==> src/sv/aid_pkg.sv <==
// Shared constants and types of the address-to-ID assigner.
package aid_pkg;

   localparam int CAPACITY    = 64;
   localparam int KEY_WIDTH   = 64;
   localparam int KEY_FIELD_W = 64;
   localparam int ID_W        = 7;
   localparam int ADDR_W      = $clog2(CAPACITY);
   localparam int COUNT_W     = $clog2(CAPACITY + 1);

   typedef enum logic [1:0] {
      ST_IDLE,
      ST_SCAN,
      ST_RESULT
   } seq_state_type;

   typedef struct packed {
      logic [ID_W-1:0] assigned_id;
      logic            newly_assigned;
      logic            table_full;
   } result_type;

   // Result hand-off from the sequencer to the output register.
   typedef struct packed {
      logic       valid;
      result_type res;
   } seq_out_type;

endpackage

==> src/sv/aid_req_if.sv <==
// Request channel interface: one address key per beat.
interface aid_req_if
   import aid_pkg::*;
   ();
   logic                   valid;
   logic                   ready;
   logic [KEY_FIELD_W-1:0] key_address;

   modport source (output valid, output key_address, input ready);
   modport sink   (input valid, input key_address, output ready);
endinterface

==> src/sv/aid_rsp_if.sv <==
// Response channel interface: one assigned ID per beat.
interface aid_rsp_if
   import aid_pkg::*;
   ();
   logic            valid;
   logic            ready;
   logic [ID_W-1:0] assigned_id;
   logic            newly_assigned;
   logic            table_full;

   modport source (output valid, output assigned_id, output newly_assigned,
                   output table_full, input ready);
   modport sink   (input valid, input assigned_id, input newly_assigned,
                   input table_full, output ready);
endinterface

==> src/sv/aid_ram.sv <==
// Generic single-write, single-read RAM with registered read data.
module aid_ram #(
   parameter int WIDTH = 8,
   parameter int DEPTH = 16
) (
   input  logic                     clock,
   input  logic                     wr_en,
   input  logic [$clog2(DEPTH)-1:0] wr_addr,
   input  logic [WIDTH-1:0]         wr_data,
   input  logic                     rd_en,
   input  logic [$clog2(DEPTH)-1:0] rd_addr,
   output logic [WIDTH-1:0]         rd_data
);

   logic [WIDTH-1:0] mem_ff [DEPTH];
   logic [WIDTH-1:0] rd_data_ff;

   always_ff @(posedge clock) begin
      if (wr_en) begin
         mem_ff[wr_addr] <= wr_data;
      end
      if (rd_en) begin
         rd_data_ff <= mem_ff[rd_addr];
      end
   end

   assign rd_data = rd_data_ff;

endmodule

==> src/sv/aid_seq.sv <==
// Search sequencer: walks the key table through one shared comparator.
module aid_seq
   import aid_pkg::*;
(
   input  logic                   clock,
   input  logic                   reset,
   input  logic                   req_valid,
   input  logic [KEY_FIELD_W-1:0] req_key,
   output logic                   req_ready,
   input  logic                   res_free,
   output seq_out_type            seq_out
);

   seq_state_type state_ff, state_in;

   logic [KEY_WIDTH-1:0] key_ff, key_in;
   logic [COUNT_W-1:0]   used_ff, used_in;
   logic [COUNT_W-1:0]   rd_idx_ff, rd_idx_in;
   logic [COUNT_W-1:0]   cmp_idx_ff, cmp_idx_in;
   logic                 cmp_valid_ff, cmp_valid_in;
   result_type           res_ff, res_in;

   logic                 rd_en;
   logic                 wr_en;
   logic [KEY_WIDTH-1:0] rd_data;
   logic                 hit;

   aid_ram #(
      .WIDTH (KEY_WIDTH),
      .DEPTH (CAPACITY)
   ) u_keys (
      .clock   (clock),
      .wr_en   (wr_en),
      .wr_addr (used_ff[ADDR_W-1:0]),
      .wr_data (key_ff),
      .rd_en   (rd_en),
      .rd_addr (rd_idx_ff[ADDR_W-1:0]),
      .rd_data (rd_data)
   );

   // the one comparator, fed one stored key per cycle
   assign hit = cmp_valid_ff && (rd_data == key_ff);

   always_ff @(posedge clock) begin
      if (reset) begin
         state_ff     <= ST_IDLE;
         used_ff      <= '0;
         cmp_valid_ff <= 1'b0;
      end else begin
         state_ff     <= state_in;
         used_ff      <= used_in;
         cmp_valid_ff <= cmp_valid_in;
      end
   end

   always_ff @(posedge clock) begin
      key_ff     <= key_in;
      rd_idx_ff  <= rd_idx_in;
      cmp_idx_ff <= cmp_idx_in;
      res_ff     <= res_in;
   end

   always_comb begin
      state_in     = state_ff;
      key_in       = key_ff;
      used_in      = used_ff;
      rd_idx_in    = rd_idx_ff;
      cmp_idx_in   = cmp_idx_ff;
      cmp_valid_in = 1'b0;
      res_in       = res_ff;
      rd_en        = 1'b0;
      wr_en        = 1'b0;
      req_ready    = 1'b0;
      seq_out      = '{valid: 1'b0, res: res_ff};

      unique case (state_ff)
         ST_IDLE: begin
            req_ready = 1'b1;
            if (req_valid) begin
               key_in    = req_key[KEY_WIDTH-1:0];
               rd_idx_in = '0;
               state_in  = ST_SCAN;
            end
         end
         ST_SCAN: begin
            rd_en        = rd_idx_ff < used_ff;
            cmp_valid_in = rd_en;
            cmp_idx_in   = rd_idx_ff;
            if (rd_en) begin
               rd_idx_in = rd_idx_ff + 1'b1;
            end
            priority if (hit) begin
               res_in.assigned_id    = ID_W'(cmp_idx_ff + 1'b1);
               res_in.newly_assigned = 1'b0;
               res_in.table_full     = 1'b0;
               cmp_valid_in          = 1'b0;
               state_in              = ST_RESULT;
            end else if (!rd_en && !cmp_valid_ff) begin
               // search exhausted: store the key or report full
               if (used_ff == COUNT_W'(CAPACITY)) begin
                  res_in.assigned_id    = '0;
                  res_in.newly_assigned = 1'b0;
                  res_in.table_full     = 1'b1;
               end else begin
                  wr_en                 = 1'b1;
                  used_in               = used_ff + 1'b1;
                  res_in.assigned_id    = ID_W'(used_ff + 1'b1);
                  res_in.newly_assigned = 1'b1;
                  res_in.table_full     = 1'b0;
               end
               state_in = ST_RESULT;
            end else begin
               state_in = ST_SCAN;
            end
         end
         ST_RESULT: begin
            // hold until the output register can take the beat
            if (res_free) begin
               seq_out.valid = 1'b1;
               state_in      = ST_IDLE;
            end
         end
         default: begin
            state_in = ST_IDLE;
         end
      endcase
   end

   a_used_bound: assert property (@(posedge clock) disable iff (reset)
      used_ff <= COUNT_W'(CAPACITY))
      else $error("entry count beyond capacity");

   a_write_room: assert property (@(posedge clock) disable iff (reset)
      wr_en |-> (used_ff < COUNT_W'(CAPACITY)) && !hit)
      else $error("key stored into a full table or on a hit");

   a_write_count: assert property (@(posedge clock) disable iff (reset)
      wr_en |=> used_ff == $past(used_ff) + 1'b1)
      else $error("entry count did not advance after a store");

   a_flags: assert property (@(posedge clock) disable iff (reset)
      seq_out.valid |-> !(seq_out.res.newly_assigned && seq_out.res.table_full))
      else $error("new and full flags raised together");

endmodule

==> src/sv/address_to_id_assigner_core.sv <==
// Top level of the address-to-ID assigner: sequencer plus output register.
//
// Each request beat carries an address key; each response beat returns the
// ID of that key, counting up from 1 in order of first appearance, with
// newly_assigned set when the key was stored by this request. Once all
// CAPACITY entries are used a further new key returns ID 0 with table_full
// set and is not stored. Only the low KEY_WIDTH bits of the key take part.
// One request at a time: a request is taken only while the sequencer is idle,
// and the search reads one stored entry per cycle through a single-port-read
// key RAM into one comparator, so a key that misses is compared against every
// used entry before its result enters the output register, while a hit on
// entry i ends the search early. A result that finds the output register
// still occupied holds the sequencer until the register drains. The output
// register lets the next request be taken while a response still waits for
// rsp ready.
// After reset the table is empty; no clearing pass is needed.
module address_to_id_assigner_core
   import aid_pkg::*;
(
   input  logic      clock,
   input  logic      reset,
   aid_req_if.sink   req_chan,
   aid_rsp_if.source rsp_chan
);

   seq_out_type seq_out;
   logic        res_free;
   logic        out_valid_ff, out_valid_in;
   result_type  out_res_ff, out_res_in;

   // the output register is free when empty or draining this cycle
   assign res_free = !out_valid_ff || rsp_chan.ready;

   aid_seq u_seq (
      .clock     (clock),
      .reset     (reset),
      .req_valid (req_chan.valid),
      .req_key   (req_chan.key_address),
      .req_ready (req_chan.ready),
      .res_free  (res_free),
      .seq_out   (seq_out)
   );

   always_comb begin
      out_valid_in = out_valid_ff;
      out_res_in   = out_res_ff;
      priority if (seq_out.valid) begin
         // load a fresh beat
         out_valid_in = 1'b1;
         out_res_in   = seq_out.res;
      end else if (rsp_chan.ready) begin
         // drop the beat just taken
         out_valid_in = 1'b0;
      end
   end

   always_ff @(posedge clock) begin
      if (reset) begin
         out_valid_ff <= 1'b0;
      end else begin
         out_valid_ff <= out_valid_in;
      end
   end

   always_ff @(posedge clock) begin
      out_res_ff <= out_res_in;
   end

   assign rsp_chan.valid          = out_valid_ff;
   assign rsp_chan.assigned_id    = out_res_ff.assigned_id;
   assign rsp_chan.newly_assigned = out_res_ff.newly_assigned;
   assign rsp_chan.table_full     = out_res_ff.table_full;

endmodule
==> src/flat_wrapper.sv <==
// flat-port wrapper written by rule: the top's interface ports become plain ports
module address_to_id_assigner_core_flat import aid_pkg::*;
  (clock, reset, req_chan_valid, req_chan_key_address, req_chan_ready, rsp_chan_valid, rsp_chan_assigned_id, rsp_chan_newly_assigned, rsp_chan_table_full, rsp_chan_ready);
  aid_req_if req_chan_i ();
  aid_rsp_if rsp_chan_i ();
  input  logic clock;
  input  logic reset;
  input wire logic [$bits(req_chan_i.valid)-1:0] req_chan_valid;
  input wire logic [$bits(req_chan_i.key_address)-1:0] req_chan_key_address;
  output wire logic [$bits(req_chan_i.ready)-1:0] req_chan_ready;
  output wire logic [$bits(rsp_chan_i.valid)-1:0] rsp_chan_valid;
  output wire logic [$bits(rsp_chan_i.assigned_id)-1:0] rsp_chan_assigned_id;
  output wire logic [$bits(rsp_chan_i.newly_assigned)-1:0] rsp_chan_newly_assigned;
  output wire logic [$bits(rsp_chan_i.table_full)-1:0] rsp_chan_table_full;
  input wire logic [$bits(rsp_chan_i.ready)-1:0] rsp_chan_ready;
  assign req_chan_i.valid = req_chan_valid;
  assign req_chan_i.key_address = req_chan_key_address;
  assign req_chan_ready = req_chan_i.ready;
  assign rsp_chan_valid = rsp_chan_i.valid;
  assign rsp_chan_assigned_id = rsp_chan_i.assigned_id;
  assign rsp_chan_newly_assigned = rsp_chan_i.newly_assigned;
  assign rsp_chan_table_full = rsp_chan_i.table_full;
  assign rsp_chan_i.ready = rsp_chan_ready;
  address_to_id_assigner_core u_core (.clock(clock), .reset(reset), .req_chan(req_chan_i), .rsp_chan(rsp_chan_i));
endmodule
==> config.mk <==
export PLATFORM = sky130hd
export DESIGN_NAME = address_to_id_assigner_core_flat
export DESIGN_NICKNAME = d
export VERILOG_FILES = /design/src/sv/aid_pkg.sv /design/src/sv/aid_req_if.sv /design/src/sv/aid_rsp_if.sv /design/src/sv/aid_ram.sv /design/src/sv/aid_seq.sv /design/src/sv/address_to_id_assigner_core.sv /design/src/flat_wrapper.sv
export SDC_FILE = /design/constraint.sdc
export NUM_CORES = 2
export LEC_CHECK = 0
export BUFFER_PORTS_ARGS = -buffer_cell sky130_fd_sc_hd__clkbuf_2
export CORE_ASPECT_RATIO = 1.4
export CORE_MARGIN = 2
export CORE_UTILIZATION = 49
export DETAILED_ROUTE_END_ITERATION = 8
export SETUP_SLACK_MARGIN = 0.4
export SLEW_MARGIN = 5
export SYNTH_ARGS = -nofsm -noshare
export SYNTH_HDL_FRONTEND = slang
export SYNTH_HIERARCHICAL = 1
export SYNTH_SLANG_ARGS = --single-unit
==> constraint.sdc <==
create_clock -name clock -period 9.2 [get_ports clock]
set_clock_uncertainty 0.2 [all_clocks]
set_input_delay 0.46 -clock clock [delete_from_list [all_inputs] [get_ports clock]]
set_output_delay 0.46 -clock clock [all_outputs]
set_load 0.03 [all_outputs]
After elaboration in Yosys (flattened, before gate mapping). Memory sizes are Yosys's and may differ from the RTL's. A register that Yosys moved wholly into a read port is not among the register bits. Cells that the tools add are included. Widths: inputs -> output; s select.

Eq/ne operators: 7. Add/sub/neg operators: 3. Reductions and logical operators: 16. Magnitude comparators: 1. Muxes and demuxes: 23. Bitwise gates (word level): 3.

Operators with widths (number): $eq 64x64->1 (1); $mux 9 (3); $add 7x1->7 const B (3); $mux 7 (2); $pmux 7 s2 (1); $mux 1 (12); $mux 2 (4); $eq 7x7->1 const B (1); $lt 7x7->1 (1); $pmux 2 s3 (1); $reduce_and 2->1 (3); $reduce_bool 2->1 (3); $ne 2x2->1 const B (2); $reduce_and 4->1 (1); $logic_not 1->1 (3); $not 1->1 (3); $reduce_and 3->1 (1); $reduce_or 3->1 (1); $eq 2x1->1 const B (1); $eq 2x2->1 const B (1); $logic_and 1x1->1 (2); $logic_not 2->1 (1); $ne 2x1->1 const B (1); $logic_or 1x1->1 (1).

Bits of input ports: 68. Bits in registers: 107. Output and inout bits: 11. Memory bits (writable): 4096. Word-level logic and storage cells: 67. Memories: 1.

Memory list: u_core.u_seq.u_keys.mem_ff (depth 64, bits a word 64, rd ports 1, clocked after memory_dff 1, wr ports 1, line aid_ram.sv:15) `logic [WIDTH-1:0] mem_ff [DEPTH];`.

Depth between registers and ports, before layout.
Depth after elaboration: 8. Gate-level depth with buffers: 10. Mapped depth without buffers: 9.

By module. The synthesis kept the hierarchy.

Modules (own cells, without submodules): aid_ram (area each 156989.3 sq um, instances 1, sequential area each 124919.8 sq um, cells an instance 6598); aid_seq (area each 4611.9 sq um, instances 1, sequential area each 2812.7 sq um, cells an instance 360); address_to_id_assigner_core (area each 316.6 sq um, instances 1, sequential area each 290.3 sq um, cells an instance 13).

Least setup slack after synthesis. Ideal clock, no wire load.

Kind: flip-flop to flip-flop. From: register u_core.u_seq.used_ff[0]. To: memory u_core/u_seq/u_keys/mem_ff[48][0] (netlist bit) (enable). Required time: 8436 ps. Slack: 2223 ps. Arrival: 6213 ps. Cell stages (with the launch flop): 9. Library setup time: 564 ps. Clock period less this slack: 6977 ps. Buffers on the path: 0. Path through: dfxtp_1 -> inv_1 -> ha_1 -> nor4b_1 -> nand3_1 -> nand2_1 -> nor3_2 -> nand4b_1 -> nor3_1.

Word-level cells in the longest chain between the ends: 8. Elaborated cells between the ends (all ways): 10. Those cells by class: 1 x order compare; 1 x eq/ne; 6 x mux; 2 x reduce/logical.

RTL lines: start, declared (line aid_seq.sv:17) `logic [COUNT_W-1:0] used_ff, used_in;`; start signal, assigned (line aid_seq.sv:51) `used_ff <= used_in;`; $lt 7x7->1 (line aid_seq.sv:86) `rd_en = rd_idx_ff < used_ff;`; $logic_not 1->1 (line aid_seq.sv:98) `end else if (!rd_en && !cmp_valid_ff) begin`; $logic_and 1x1->1 (line aid_seq.sv:98); $mux 1 (*) (line aid_seq.sv:98); $mux 1 (*) (line aid_seq.sv:92) `priority if (hit) begin`; $mux 1 (*) (line aid_seq.sv:76) `unique case (state_ff)`; via u_core.u_seq.wr_en (line aid_seq.sv:24) `logic wr_en;`; $mux 1 (*) (line aid_ram.sv:19) `if (wr_en) begin`; $mux 1 (implied by the code) (*) (line aid_ram.sv:20) `mem_ff[wr_addr] <= wr_data;`; end, declared (line aid_ram.sv:15).

Mark *: on every way through the listed nets, which the timed path passes. The rest lies on a longest branch.

Worst setup path after layout.
From: register u_core.u_seq.used_ff[2]. To: memory u_core/u_seq/u_keys/mem_ff[27][4] (netlist bit) (enable).

Same word-level chain as after synthesis.

==> impl_summary.md <==
GRT
The pin count of the biggest net entering global routing is 125. The via count of the first global-routing pass is 79800. In the global route stage, overall resource usage came out at 0.2759. The wire length of the first global-routing pass is between 600000 and 700000 microns. The initial antenna violation count is 21. The total overflow left after global routing is 0.

Clock network
The clock tree synthesis step divided the H-tree into 5 levels. The maximum root-to-sink buffer count is 4. Clock latency on the worst-skew pair, taken at its later pin, is ~980 ps. The clock net sink count is 4267. The total clock buffers created by CTS is 393. Buffers added to address setup during post-CTS repair amount to 0. The clock transition time at the flip-flop clock pins of the worst setup and hold paths is around 60 ps. The cell sitting at the root of the clock tree is a sky130_fd_sc_hd__clkbuf_16. The TritonCTS clock tree is built.

Worst setup path
In this design, the stage delay of the slowest critical-path cell is 1130 ps. The worst register-to-register path begins at u_core/u_seq/used_ff[2]. Data arrives at the worst endpoint at 5980 ps. STA classifies the critical path startpoint as a flip-flop. The worst-path maximum fanout is 29. The endpoint of the worst register-to-register path is u_core/u_seq/u_keys/mem_ff[27][4].

The type of element capturing the critical path is a flip-flop. The setup slack of the most critical reg-to-reg path is approximately 3600 ps. The critical path goes through inv_1, ha_1, nand2_1, o21ai_0, a21oi_2, nor3_2, nand3_1, nor2_4, buf_4. For this design, the slowest cell found on the critical path is sky130_fd_sc_hd__nor2_4. The cell depth of the worst flop-to-flop path is 9.

The start-to-end type of the worst setup path is flip-flop to flip-flop. At the worst endpoint, the required time is between 9000 and 10000 ps.

Detailed routing
For this block, the initial DRC count from the detailed router was roughly 10000. The residual antenna-violating net count after detailed routing is 0. The detailed router placed slightly below 80000 vias in this run. The total routed wirelength is around 460000 microns. The average wire length per cell after detail routing is 38.12 microns. The remaining design rule violation count is 0.

Using the TritonRoute via totals, the vias-per-cell ratio works out to 6.539. The total iterations of the first detailed-routing run is 7.

Min path
The worst hold path belongs to the class input pin to flip-flop. The worst hold path depth is 2. The startpoint identified for the worst hold timing path is req_chan_key_address[20]. The end of the worst hold path is u_core/u_seq/key_ff[20].

Floorplan
From left edge to right edge, the die measures a little under 500 microns. The die boundary height is between 600 and 700 microns. For this configuration, the core starts out at a cell density of 0.4926. The top-level I/O count is 79. The die covers 0.3351 sq mm. The area of the placeable core is ~0.33 sq mm. After floorplanning, the core was divided into 249 placement rows.

Synthesis
The post-synthesis cell type count is between 50 and 60. Of the post-synthesis cell area, the dominant cell type holds 0.7893. The Yosys step of the flow raised 6 warnings. For this run, the register share of the synthesized area comes to 0.7907. The number of storage elements in the synthesis netlist is 4267. After synthesis, the cell types taking the most area are sky130_fd_sc_hd__edfxtp_1 (79%), sky130_fd_sc_hd__mux4_2 (14%), sky130_fd_sc_hd__mux2i_1 (0.88%), sky130_fd_sc_hd__a22oi_1 (0.78%), sky130_fd_sc_hd__buf_2 (0.53%). The commonest cells after synthesis are sky130_fd_sc_hd__edfxtp_1 (4256), sky130_fd_sc_hd__mux4_2 (1024), sky130_fd_sc_hd__buf_2 (171).

The synthesized area is roughly 0.16 sq mm. The number of enable-type register cells in the synthesized netlist is between 4000 and 5000. The most repeated cell in the gate-level netlist after synthesis is sky130_fd_sc_hd__edfxtp_1. In the synthesized netlist, the number of instances is 6971.

The fraction of registers with async set/reset is 0. Synthesis produced a netlist with a net count of 7049. The most instantiated flip-flop cell in the synthesis netlist is sky130_fd_sc_hd__edfxtp_1.

The largest total area in the synthesized netlist belongs to sky130_fd_sc_hd__edfxtp_1. In this run the mean area of a mapped cell was around 23 sq um.

Outcome
The run finished with clean final reports.

Pwr
Internal power comes to between 30 and 40 mW. The maximum ir drop on the vdd rail is approximately 220 uV. The ratio of total power to cell area is between 200 and 250 mW/mm^2. Of the total power, combinational logic draws 0.114. The share of total power consumed by net switching is 0.2376. The share of total power dissipated in the clock network is 0.372. The analysis attributes to cell leakage a power of between 50 and 60 nW. The share of total power in sequential cells is 0.514. Summed over all nets, the switching power comes to about 10 mW.

STA
The worst path setup slack after routing is around 3600 ps. The final hold violation count is 0. At the pin with the least slew margin, the transition time is ~1400 ps.

The total count of max-transition violations in the final report is 0. The smallest clock period supported by the final layout is computed as around 5600 ps. Of the available clock period, the critical path in the final layout requires 0.6121.

The highest clock frequency the design can meet is 177.6 MHz. Setup repair after global routing left no endpoint under its margin. The remaining max-slew budget at the tightest pin is 0.07752. The setup-violating endpoint count in the final report is 0. The total negative setup slack is 0 ps.

Place
During placement, the flow inserted port buffers numbering 78. Routability-driven placement finished with a final weighted congestion of between 0.8 and 0.9. Including well taps, the total number of placed cells is between 10000 and 15000. The wire-length estimate of the detail-placed layout is 252300 microns.

The post-placement setup slack is around 3800 ps.

Layout
The share of post-route cells with drive strength above 1 is 0.2608. The utilization of the core after routing is 0.5534. The finished layout holds approximately 12000 standard cells, fillers aside.

At the end of the flow, the number of nets in the layout was around 7500. The area growth from synthesis to final layout is 12.34%.

Run
The max-capacitance violation count is 0.
-- state kept, by name, summed over array words and instances (netlist names) --
signal and cells:
u_core/u_seq/seq_out 9, u_core/u_seq/state_ff 2, u_core/u_seq/cmp_idx_ff 7, u_core/u_seq/u_keys/rd_data 64, u_core/u_seq/key_ff 64, u_core/u_seq/used_ff 7
u_core/rsp_chan.table_full 1, u_core/rsp_chan.newly_assigned 1, u_core/u_seq/u_keys/mem_ff 4096, u_core/u_seq/rd_idx_ff 7, u_core/rsp_chan.valid 1, u_core/rsp_chan.assigned_id 7
u_core/u_seq/cmp_valid_ff 1
-- per-stage QoR --
stage	total power [mW]	hold slack, ps	cell area (sq um)
2_1_floorplan	25.32	200.3	161900
6_report	42.45	34.31	181900
4_1_cts	42.69	1.067	181900
5_1_grt	43.61	13.47	181900
3_5_place_dp	27.06	272.0	168900
3_3_place_gp	27.01	280.1	168900
-- how the worst max path moves through the flow --
stage | start | end | slack (ps)
2_1_floorplan | u_core/u_seq/used_ff[0] | u_core/u_seq/u_keys/mem_ff[48][0] | 2220
3_3_place_gp | u_core/u_seq/used_ff[2] | u_core/u_seq/u_keys/mem_ff[32][27] | 3620
3_5_place_dp | u_core/u_seq/used_ff[2] | u_core/u_seq/u_keys/mem_ff[27][52] | 3800
4_1_cts | u_core/u_seq/used_ff[2] | u_core/u_seq/u_keys/mem_ff[27][13] | 3760
5_1_grt | u_core/u_seq/used_ff[2] | u_core/u_seq/u_keys/mem_ff[0][59] | 3380
6_report | u_core/u_seq/used_ff[2] | u_core/u_seq/u_keys/mem_ff[27][4] | 3570
-- power by group through the flow --
| stage | combinational [mW] | clock (mW) | sequential, mW |
|---|---|---|---|
| after floorplan | 2.90 | 0 | 22.4 |
| after global placement | 4.79 | 0 | 22.2 |
| after detailed placement | 4.83 | 0 | 22.2 |
| after CTS | 4.86 | 16.0 | 21.8 |
| after global routing | 5.08 | 16.7 | 21.8 |
| final | 4.83 | 15.8 | 21.8 |
-- what timing repair did --
action / CTS / global route
hold endpoints to repair: 75 / 0
hold buffers: 74 / 0
resized for setup: 0 / 0
-- cell families (layout without fill, tap and decap cells) --
group	count (synthesis)	count (layout)	synth area share
xor gates and xnor gates	76	76	0.004157
buffers and inverters	416	1168	0.01209
adders and majority gates	10	10	0.0007727
other	0	9	0
AOI/OAI and AO/OA	526	526	0.02485
DFF	4267	4267	0.7907
and+or+nand+nor	509	509	0.01620
muxes	1167	1167	0.1513
-- layout make-up --
| cell class | count | area [sq um] |
|---|---|---|
| fillers | 24230 | 146800 |
| flip-flops and latches | 4267 | 128000 |
| multi-input cells | 2288 | 32510 |
| clock buffers | 498 | 10440 |
| well taps | 4392 | 5495 |
| repair buffers | 428 | 3503 |
| clock inverters | 201 | 1740 |
| inverters | 41 | 158.9 |
| diodes | 9 | 22.52 |
-- worst max-delay path: cells and delay by family (launching register included) --
family / cells / cell delay, ps
simple gates: 4 / 2440
buf+inv: 2 / 990
flops: 1 / 680
compound gates: 2 / 480
fa+ha+maj: 1 / 330
-- cell usage in the layout (no fill, tap or decap), drive strengths merged, types with 13 or more instances in the layout --
| cell | count |
|---|---|
| nand2b | 20 |
| nor2b | 32 |
| a22o | 90 |
| or3 | 31 |
| nand3 | 56 |
| buf | 276 |
| nand4 | 24 |
| a31oi | 18 |
| or2 | 28 |
| mux4 | 1024 |
| bufinv | 28 |
| xnor2 | 63 |
| a2bb2oi | 19 |
| clkbuf | 576 |
| clkinv | 153 |
| inv | 50 |
| a211oi | 63 |
| o221ai | 38 |
| edfxtp | 4256 |
| and3 | 68 |
| dlygate4sd3 | 74 |
| nor2 | 137 |
| a22oi | 168 |
| xor2 | 13 |
| a41oi | 26 |
| mux2i | 143 |
| nand2 | 75 |
| o22ai | 87 |
-- per-layer routing --
metal / wire length, microns / vias up / GRT usage
li1: - / 30780 / -
met5: 35 / - / 0
met3: 38660 / 824 / 0.04565
met4: 18990 / 4 / 0.09732
met2: 232800 / 4027 / 0.4605
met1: 171700 / 43650 / 0.3688
(Power assumes the default switching activity.)
